**src/design/fsnf_pkg.sv**
```systemverilog
// Shared types, constants and the control store for the format string number formatter.
// Holds the microcode words, dispatch map and character codes; depends on nothing.
`default_nettype none

package fsnf_pkg;

    // Field widths of the stream items
    localparam int CHAR_W         = 8;
    localparam int ARG_W          = 32;
    localparam int IN_DATA_W      = 40;
    localparam int VALUE_BITS_DEF = 32;

    // Digit buffer: up to nine positions per conversion
    localparam int DIGITS_MAX = 9;
    localparam int CNT_W      = $clog2(DIGITS_MAX + 1);
    localparam int IDX_W      = $clog2(DIGITS_MAX);

    localparam logic [3:0]        WIDTH_RESET    = 4'd8;
    localparam logic [7:0]        ASCII_ZERO     = 8'h30;
    localparam logic [7:0]        ASCII_ALPHA_OFS = 8'h37;
    localparam logic [3:0]        DEC_BASE       = 4'd10;
    // floor(v / 10) == (v * DIV10_MAGIC) >> DIV10_SHIFT for any 32-bit v
    localparam logic [ARG_W-1:0]  DIV10_MAGIC    = 32'hCCCC_CCCD;
    localparam int                DIV10_SHIFT    = 35;

    // Character codes
    localparam logic [7:0] CH_NUL     = 8'h00;
    localparam logic [7:0] CH_PERCENT = 8'h25;
    localparam logic [7:0] CH_ZERO    = 8'h30;
    localparam logic [7:0] CH_ONE     = 8'h31;
    localparam logic [7:0] CH_NINE    = 8'h39;
    localparam logic [7:0] CH_LOW_C   = 8'h63;
    localparam logic [7:0] CH_LOW_D   = 8'h64;
    localparam logic [7:0] CH_LOW_X   = 8'h78;
    localparam logic [7:0] CH_UP_X    = 8'h58;

    typedef logic [3:0] t_addr;

    typedef enum logic [3:0] {
        OP_NOP,
        OP_LOAD,
        OP_RESET,
        OP_SET_SPEC,
        OP_SET_ZF,
        OP_SET_WIDTH,
        OP_END_SPEC,
        OP_START_HEX,
        OP_START_DEC,
        OP_GEN,
        OP_EMITD
    } t_op;

    typedef enum logic [2:0] {
        SRC_NONE,
        SRC_CHAR,
        SRC_ARG,
        SRC_TERM,
        SRC_DIGIT
    } t_src;

    typedef enum logic [2:0] {
        JMP_NEXT,
        JMP_GOTO,
        JMP_WAIT_IN,
        JMP_DISPATCH,
        JMP_LOOP
    } t_jmp;

    typedef enum logic [3:0] {
        CLS_TERM,
        CLS_ECHO,
        CLS_OPEN,
        CLS_ZF,
        CLS_WIDTH,
        CLS_UNK,
        CLS_CHR,
        CLS_HEX,
        CLS_DEC
    } t_cls;

    typedef struct packed {
        logic  accept;
        t_op   op;
        t_src  src;
        t_jmp  jmp;
        t_addr target;
    } t_uword;

    typedef struct packed {
        logic in_acc;
        logic stall;
        logic more;
        t_cls cls;
    } t_stat;

    // Control store addresses
    localparam t_addr A_FETCH = 4'd0;
    localparam t_addr A_DISP  = 4'd1;
    localparam t_addr A_TERM  = 4'd2;
    localparam t_addr A_ECHO  = 4'd3;
    localparam t_addr A_OPEN  = 4'd4;
    localparam t_addr A_ZF    = 4'd5;
    localparam t_addr A_WIDTH = 4'd6;
    localparam t_addr A_ENDS  = 4'd7;
    localparam t_addr A_CHR   = 4'd8;
    localparam t_addr A_HEX   = 4'd9;
    localparam t_addr A_DEC   = 4'd10;
    localparam t_addr A_GEN   = 4'd11;
    localparam t_addr A_EMIT  = 4'd12;

    function automatic t_uword ucode(input t_addr addr);
        t_uword uw;
        uw = '{accept: 1'b0, op: OP_NOP, src: SRC_NONE, jmp: JMP_GOTO, target: A_FETCH};
        unique case (addr)
            A_FETCH: begin
                uw.accept = 1'b1;
                uw.op     = OP_LOAD;
                uw.jmp    = JMP_WAIT_IN;
            end
            A_DISP:  uw.jmp = JMP_DISPATCH;
            A_TERM: begin
                uw.op  = OP_RESET;
                uw.src = SRC_TERM;
            end
            A_ECHO:  uw.src = SRC_CHAR;
            A_OPEN:  uw.op  = OP_SET_SPEC;
            A_ZF:    uw.op  = OP_SET_ZF;
            A_WIDTH: uw.op  = OP_SET_WIDTH;
            A_ENDS:  uw.op  = OP_END_SPEC;
            A_CHR: begin
                uw.src    = SRC_ARG;
                uw.target = A_ENDS;
            end
            A_HEX: begin
                uw.op     = OP_START_HEX;
                uw.target = A_GEN;
            end
            A_DEC: begin
                uw.op     = OP_START_DEC;
                uw.target = A_GEN;
            end
            A_GEN: begin
                uw.op     = OP_GEN;
                uw.jmp    = JMP_LOOP;
                uw.target = A_EMIT;
            end
            A_EMIT: begin
                uw.op     = OP_EMITD;
                uw.src    = SRC_DIGIT;
                uw.jmp    = JMP_LOOP;
                uw.target = A_ENDS;
            end
            default: uw.target = A_FETCH;
        endcase
        return uw;
    endfunction

    function automatic t_addr dispatch(input t_cls cls);
        t_addr a;
        unique case (cls)
            CLS_TERM:  a = A_TERM;
            CLS_ECHO:  a = A_ECHO;
            CLS_OPEN:  a = A_OPEN;
            CLS_ZF:    a = A_ZF;
            CLS_WIDTH: a = A_WIDTH;
            CLS_CHR:   a = A_CHR;
            CLS_HEX:   a = A_HEX;
            CLS_DEC:   a = A_DEC;
            default:   a = A_ENDS;
        endcase
        return a;
    endfunction

endpackage

`default_nettype wire

```
**src/design/fsnf_seq.sv**
```systemverilog
// Microcode sequencer: step counter, control store lookup and jump logic.
// Depends on fsnf_pkg for the control word, status and dispatch map.
`default_nettype none

module fsnf_seq (
    input  wire logic            i_clk,
    input  wire logic            i_rst_n,
    input  wire fsnf_pkg::t_stat i_stat,
    output fsnf_pkg::t_uword     o_uw
);

    fsnf_pkg::t_addr  r_pc;
    fsnf_pkg::t_addr  n_pc;
    fsnf_pkg::t_uword w_uw;

    assign w_uw = fsnf_pkg::ucode(r_pc);
    assign o_uw = w_uw;

    always_comb begin
        n_pc = r_pc;
        if (!i_stat.stall) begin
            unique case (w_uw.jmp)
                fsnf_pkg::JMP_NEXT:     n_pc = r_pc + 4'd1;
                fsnf_pkg::JMP_GOTO:     n_pc = w_uw.target;
                fsnf_pkg::JMP_WAIT_IN:  n_pc = i_stat.in_acc ? r_pc + 4'd1 : r_pc;
                fsnf_pkg::JMP_DISPATCH: n_pc = fsnf_pkg::dispatch(i_stat.cls);
                fsnf_pkg::JMP_LOOP:     n_pc = i_stat.more ? r_pc : w_uw.target;
                default:                n_pc = fsnf_pkg::A_FETCH;
            endcase
        end
    end

    always_ff @(posedge i_clk) begin
        if (!i_rst_n) begin
            r_pc <= fsnf_pkg::A_FETCH;
        end else begin
            r_pc <= n_pc;
        end
    end

endmodule

`default_nettype wire

```
**config.mk**
```make
export PLATFORM = sky130hd
export DESIGN_NAME = fsnf_seq
export DESIGN_NICKNAME = d
export VERILOG_FILES = /design/src/design/fsnf_pkg.sv /design/src/design/fsnf_seq.sv
export SDC_FILE = /design/constraint.sdc
export NUM_CORES = 1
export LEC_CHECK = 0
export ABC_AREA = 1
export BUFFER_PORTS_ARGS = -buffer_cell sky130_fd_sc_hd__buf_2
export CORE_MARGIN = 1
export CORE_UTILIZATION = 38
export DETAILED_ROUTE_END_ITERATION = 7
export HOLD_SLACK_MARGIN = 0.15
export PLACE_DENSITY = 0.76
export RECOVER_POWER = 25
export SYNTH_ARGS = -nofsm -noshare
export SYNTH_HDL_FRONTEND = slang
export SYNTH_SLANG_ARGS = --single-unit
```
**constraint.sdc**
```tcl
create_clock -name i_clk -period 1.71 [get_ports i_clk]
set_input_delay 0 -clock i_clk [delete_from_list [all_inputs] [get_ports i_clk]]
set_output_delay 0 -clock i_clk [all_outputs]
set_load 0.01 [all_outputs]
```
## Yosys cells after proc, flatten, opt, wreduce, memory -nomap -nowiden

Memories as Yosys holds them, arrays and structs flattened.
Cells that the tools add are included.

- Bits in registers: 4
- Bits in read-only memories: 64
- Input bits: 9
- Output and inout port bits: 15
- Logic and storage cells: 36
- Memories: 1

Memories:

| memory | words | bits a word | read ports | clocked after Yosys merged registers in | wr ports | line | source |
|---|---|---|---|---|---|---|---|
| (no name shown) | 16 | 4 | 1 | 0 | 0 | fsnf_pkg.sv:160 | `unique case (cls)` |

- Add/subtract/negate cells: 1
- Eq/ne operators: 18
- Mux-type cells: 8
- Bitwise logic cells: 1
- Reductions and logical operators: 6

Operators by type and width:

| cell | count |
|---|---|
| case mux 4 bit (10 select lines) | 1 |
| equality test 4 bit (second input constant) | 5 |
| case mux 4 bit (5 select lines) | 1 |
| equality test 4 x 3 -> 1 bit (second input constant) | 4 |
| case mux 3 bit (4 select lines) | 1 |
| case mux 4 bit (3 select lines) | 1 |
| case mux 3 bit (3 select lines) | 1 |
| equality test 4 x 2 -> 1 bit (second input constant) | 2 |
| 2-to-1 mux 4 bit | 2 |
| equality test 3 x 2 -> 1 bit (second input constant) | 2 |
| OR reduction 2 bit | 3 |
| adder 4 x 1 -> 4 bit (second input constant) | 1 |
| equality test 4 x 1 -> 1 bit (second input constant) | 1 |
| zero test 4 bit | 1 |
| inequality test 2 bit (second input constant) | 2 |
| equality test 3 x 1 -> 1 bit (second input constant) | 1 |
| equality test 3 bit (second input constant) | 1 |
| zero test 3 bit | 1 |
| AND reduction 3 bit | 1 |
| 2-to-1 mux 1 bit | 1 |
| inverter 1 bit | 1 |

## Depth between registers and ports, before layout

Gate-level depths: netlist of the first run.

- Word-level depth: 6
- Mapped depth: 9
- Gate-level depth less buffers: 9

## Least setup slack after synthesis of the first run

Ideal clock, no wire load.

- Kind: register to register
- From: register r_pc[0]
- To: register r_pc[2]
- Setup time: 0.070 ns
- Arrival time: 1.285 ns
- Data required time: 1.640 ns
- Path slack: 0.355 ns
- Stages on the path, launching flop included: 10
- Path buffers: 0
- Clock period less this slack: 1.355 ns
- Cells stage by stage: dfxtp_1 > inv_1 > ha_1 > nand3_1 > nand2_4 > nand2_2 > nand2_2 > nor2_4 > nand2_1 > a21oi_1

RTL lines:

| item | line | source |
|---|---|---|
| from (decl) | fsnf_seq.sv:12 | `fsnf_pkg::t_addr r_pc;` |
| from (signal assigned) | fsnf_seq.sv:35 | `r_pc <= fsnf_pkg::A_FETCH;` |
| from (signal assigned) | fsnf_seq.sv:37 | `r_pc <= n_pc;` |

==> results.cfg, run 1 <==
[floorplanning]
pin_count = 24
fp.dieW_um = 41
dieHeight_um = 41
coreArea_mm2 = 0.001350
dieArea_mm2 = 0.001681
row_count = 13
start_util = 0.4282

[yosys]
ys_types = 22
synth_top_cell_area_share = 0.1818
synth_nets = 112
syn_area_um2 = 578.1
synth_top_area_cell = nand2_1
seq_area_frac_synth = 0.1385
synth_warnings = 0
avgSynthCellArea_um2 = 5.899
ys_seq_elements = 4
syn_inst = 98
yosys-top-cells-area = nand2_1 18%, dfxtp_1 14%, inv_1 12%, ha_1 11%, nand3_1 7.8%

[timing]
maxSlewHeadroom = 0.7248
finalClockSkew_ns = 0.0009235
hold_violations = 0
setup-tns-final_ns = 0
max_freq_ghz = 0.6465
finalCriticalPeriod_ns = 1.547
maxSlewViolCount = 0
setup_viol = 0
post-route-period-util = 0.9046
grt_setup_unrepaired = no
worst_slew_pin_slew_ns = 0.4123
holdWs_ns = 0.1690

[place]
gp_congestion = 0.8267
dp_hpwl_um = 1184
dp.cells = 134
place_area_um2 = 696.9
io_buffers = 23

[critical_path]
cp-start-kind = register
end_kind = primary output
path_cells = inv_1 > ha_1 > nand3_1 > nand2_4 > or2_1 > buf_2
rr_worst_depth = 9
r2r_end = r_pc[1]
reg2reg_from = r_pc[0]
worstSetupPathType = register to primary output
reg2reg_slack_ns = 0.23
critPathSlowestCell = dfxtp_1
crit_arrival_ns = 1.55
cp_max_fo = 5
path_buf_inv = 2
max_stage_delay_ns = 0.37
path_delay_family = simple AND/OR/NAND/NOR gates
critPathRequiredTime_ns = 1.71

[grt]
grt_max_degree = 11
overflow = 0
antenna_found_initial = 0
grtUsageTotal = 0.1948
gr-usage-met2 = 0.3281
met3_usage = 0.04348
grt_pass1_vias = 572
grt_pass1_wl_um = 2159
met1_usage = 0.2104
top_usage_layer = met2

[power]
internal_power_mw = 0.3523
pwr-share-seq = 0.190
clkPwrFrac = 0.167
swShare = 0.4815
p_comb_frac = 0.643
leakagePower_nw = 0.4304
peakVddDrop_v = 0.0004160
p_switching_mw = 0.3272
power_density_mw_per_mm2 = 938.0

[clocking]
cts-htree-levels = 1
clk_latency_ns = 0.23
cts_tree = done
cts_sinks = 4
clock_path_buffers = 2
post_cts_buffers = 0
cts_buffers = 3
clkTransAtPathRegs_ns = 0.04
root_buffer = clkbuf_4

[detailed_routing]
first_iter_violations = 13
route.vias.total = 679
avgViaCountPerCell = 4.920
drt_first_pass_iters = 4
drc = 0
antenna_left = 0
drt_wl_total_um = 1374
wl_per_cell_um = 9.957

[finish]
n_antenna_cell = 0
area_growth_pct = 25.32
drive_above_1_share = 0.2764
final_cell_area_um2 = 724.4
regMostFlops = r_pc
fin_nets = 139
top_regs = r_pc: 4 flops
largest_register_ffs = 4
post_layout_nonfiller_instances = 138

[worst_hold_path]
hold_path_end = r_pc[3]
hold_start = i_stat[5]
holdPathStages = 6
holdCritPathClass = input port to register

[flow_run]
cap_violations = 0

[run_status]
outcome = finished, final reports clean
==> layout by cell type, fill, tap and decap left out, types with 2 or more instances in the layout <==
cell type  Yosys  layout
clkbuf_4       0       3
a21oi_1        5       5
o21ai_0        2       2
nand2_1       28      28
or2_2          2       2
inv_1         19      19
ha_1           5       5
nor2_2         3       3
buf_2          0      19
nor2_1         6       6
nand3_1        9       9
dfxtp_1        4       4
nand2_2        2       2
clkbuf_1       0       4
o2111ai_1      2       2
==> how the worst max path moves through the flow <==
stage / to / slack, ns / depth (start not counted) / start
after floorplan: r_pc[2] / 0.36 / 9 / r_pc[0]
after global placement: r_pc[2] / 0.30 / 9 / r_pc[0]
after detailed placement: r_pc[2] / 0.24 / 9 / r_pc[0]
after CTS: o_uw[13] / 0.16 / 6 / r_pc[0]
after global routing: o_uw[13] / 0.03 / 6 / r_pc[0]
final: o_uw[13] / 0.16 / 6 / r_pc[0]
==> power groups by stage <==
stage / Clock [mW] / Sequential, mW / Combinational, mW
after floorplan: 0 / 0.124 / 0.314
after global placement: 0 / 0.128 / 0.442
after detailed placement: 0 / 0.130 / 0.439
after CTS: 0.121 / 0.129 / 0.442
after global routing: 0.136 / 0.132 / 0.495
final: 0.113 / 0.129 / 0.437
==> kinds of logic (layout without fill, tap and decap cells) <==
family / Yosys count / in the layout / synth area share
buffers and inverters: 22 / 47 / 0.1558
adders and majority gates: 5 / 5 / 0.1082
DFF: 4 / 4 / 0.1385
AOI/OAI and AO/OA: 10 / 10 / 0.09956
and+or+nand+nor: 56 / 56 / 0.4827
xor gates and xnor gates: 1 / 1 / 0.01515
==> final cells by class <==
cell class	count	area, um2
timing repair buffer	24	120.1
fill	131	625.6
clock buffer	3	22.52
multi-input combinational	72	407.9
inverter	20	75.07
tap	15	18.77
sequential	4	80.08
==> worst register-to-register path, delay by kind of cell (launching register included) <==
family | cells | cell delay, ns
adder cells (fa/ha/maj) | 1 | 0.25
AND/OR/NAND/NOR | 6 | 0.56
buffers and inverters | 1 | 0.09
AO/OA/AOI/OAI | 1 | 0.12
flip-flops | 1 | 0.37
==> cell usage after synthesis <==
cell,n
nor2_1,6
nor2_4,1
nand2_4,1
dfxtp_1,4
nand3_1,9
nand3_4,1
o21ai_0,2
or2_1,1
nand4_1,1
o21ai_1,1
a21oi_1,5
nor2_2,3
or2_2,2
nand2_1,28
buf_4,2
ha_1,5
nand2_2,2
inv_2,1
o2111ai_1,2
xor2_1,1
inv_1,19
nand3_2,1
==> metal layers <==
layer	up-vias	share of wire	routed length [um]
li1	354	-	-
met1	298	0.44	605
met2	23	0.49	671
met3	4	0.047	64
met4	0	0.024	33
met5	-	0	0
==> timing repair <==
action	in CTS	in global routing
endpoints found under the hold margin	4	0
gates resized for setup	0	0
hold buffers	1	0
==> through the flow <==
stage,worst slack (ns),utilization,power [mW]
finish,0.1631,0.5366,0.6795
global route,0.03408,0.5366,0.7628
global placement,0.2987,0.5162,0.5697
detailed placement,0.2444,0.5162,0.5693
CTS,0.1577,0.5403,0.6923
floorplan,0.3551,-,0.4383
(Power assumes the default switching activity.)
==> run 2, diff against run 1 <==
Settings changed: CELL_PAD_IN_SITES_DETAIL_PLACEMENT from default to 1, CELL_PAD_IN_SITES_GLOBAL_PLACEMENT from default to 1, CORE_UTILIZATION 38 to 30, PLACE_DENSITY 0.76 to 0.87.
==> results.cfg, run 2 (synthesized netlist as in run 1, its figures left out) <==
[power]
pwr-share-seq = 0.189
clkPwrFrac = 0.162
peakVddDrop_v = 0.0004922
p_switching_mw = 0.3306
p_comb_frac = 0.649
internal_power_mw = 0.3524
power_density_mw_per_mm2 = 923.6
total_power_mw = 0.6830
leakagePower_nw = 0.4313
swShare = 0.4840

[grt]
grt_pass1_wl_um = 2546
grt_max_degree = 11
antenna_found_initial = 0
grtUsageTotal = 0.1657
grt_pass1_vias = 598
overflow = 0

[timing]
max_freq_ghz = 0.6425
setup_viol = 0
setup-tns-final_ns = 0
post-route-period-util = 0.9102
grt_setup_unrepaired = no
finalClockSkew_ns = 0.0007117
maxSlewViolCount = 0
hold_violations = 0
maxSlewHeadroom = 0.7214
finalCriticalPeriod_ns = 1.557
worst_slew_pin_slew_ns = 0.4173

[finish]
fillers = 269
regMostFlops = r_pc
fin_nets = 139
top_regs = r_pc: 4 flops
drive_above_1_share = 0.2846
largest_register_ffs = 4
n_antenna_cell = 0
layout_commonest_cell = nand2_1
final-seq-area_um2 = 80.08
post_layout_nonfiller_instances = 148
multi_input_area_um2 = 410.4
layout_common_cells = 28 x nand2_1, 19 x inv_1, 19 x buf_2
post-route-util = 0.4191
area_growth_pct = 27.92

[critical_path]
max_stage_delay_ns = 0.37
reg2reg_slack_ns = 0.21
critPathRequiredTime_ns = 1.71
cp-start-kind = register
worstSetupPathType = register to primary output
end_kind = primary output
path_cells = inv_1 > ha_1 > nand3_1 > nand2_4 > or2_1 > buf_2
critPathSlowestCell = dfxtp_1
cp_max_fo = 5
crit_arrival_ns = 1.56

[worst_hold_path]
holdCritPathClass = input port to register

[floorplanning]
fp.dieW_um = 45.90
pin_count = 24
row_count = 15
coreArea_mm2 = 0.001764
start_util = 0.3277
dieHeight_um = 45.90
dieArea_mm2 = 0.002106

[place]
dp_hpwl_um = 1420
dp.cells = 144
io_buffers = 23
gp_congestion = 0.8479

[detailed_routing]
antenna_left = 0
wl_per_cell_um = 10.80
route.vias.total = 684
first_iter_violations = 4
drt_first_pass_iters = 4
avgViaCountPerCell = 4.622
drc = 0
drt_wl_total_um = 1599

[clocking]
clock_path_buffers = 2
root_buffer = clkbuf_4
cts-htree-levels = 1
cts_tree = done
post_cts_buffers = 0
cts_sinks = 4
clkTransAtPathRegs_ns = 0.03
cts_buffers = 3
clk_latency_ns = 0.23

[flow_run]
cap_violations = 0

[run_status]
outcome = finished, final reports clean
[run 2: cell counts in the layout (fill, tap and decap cells not counted)]
Identical to the previous run, type by type.
[run 2: final timing paths]
kind,start,end,cells past startpoint
worst max-delay path,r_pc[0],o_uw[13],6
worst min-delay path,i_stat[5],r_pc[3],6
worst max register to register,r_pc[0],r_pc[2],9
worst min register to register,r_pc[0],r_pc[0],2
[run 2: metal layers]
metal	part of all wire	track usage	vias up
li1	-	-	355
met1	0.45	0.1976	314
met2	0.53	0.3070	15
met3	0.025	0.01190	0
met4	0	0.05294	0
met5	0	0	-
[run 2: per-stage QoR]
step           hold WS [ns]  cell area, um2  setup WS [ns]
6_report             0.1813           739.5         0.1535
2_1_floorplan        0.1706           578.1         0.3551
4_1_cts              0.1812           742.0         0.1223
5_1_grt              0.2084           739.5        0.04205
3_5_place_dp         0.2935           709.4         0.2024
3_3_place_gp         0.2805           709.4         0.2738
[run 2: layout make-up]
class / count / share of cell area
flip-flops and latches: 4 / 0.1083
well taps: 25 / 0.04230
repair buffers: 24 / 0.1624
multi-input cells: 72 / 0.5550
clock buffers: 3 / 0.03046
inverters: 20 / 0.1015
[run 2: power by group through the flow]
stage | clock [mW] | combinational (mW) | sequential (mW)
4_1_cts | 0.117 | 0.456 | 0.129
2_1_floorplan | 0 | 0.314 | 0.124
6_report | 0.111 | 0.443 | 0.129
3_3_place_gp | 0 | 0.447 | 0.128
5_1_grt | 0.129 | 0.503 | 0.132
3_5_place_dp | 0 | 0.453 | 0.130
[run 2: worst max-delay path, delay by kind of cell, from the launching register on]
family,cells,cell delay (ns)
AND/OR/NAND/NOR,3,0.46
flip-flops,1,0.37
buffers and inverters,2,0.24
adder cells (fa/ha/maj),1,0.26
[run 2: what timing repair did]
item | in CTS | in global routing
gates resized for setup | 0 | 1
hold buffers | 1 | 0
endpoints found under the hold margin | 4 | 0
endpoints found under the setup margin | 0 | 2
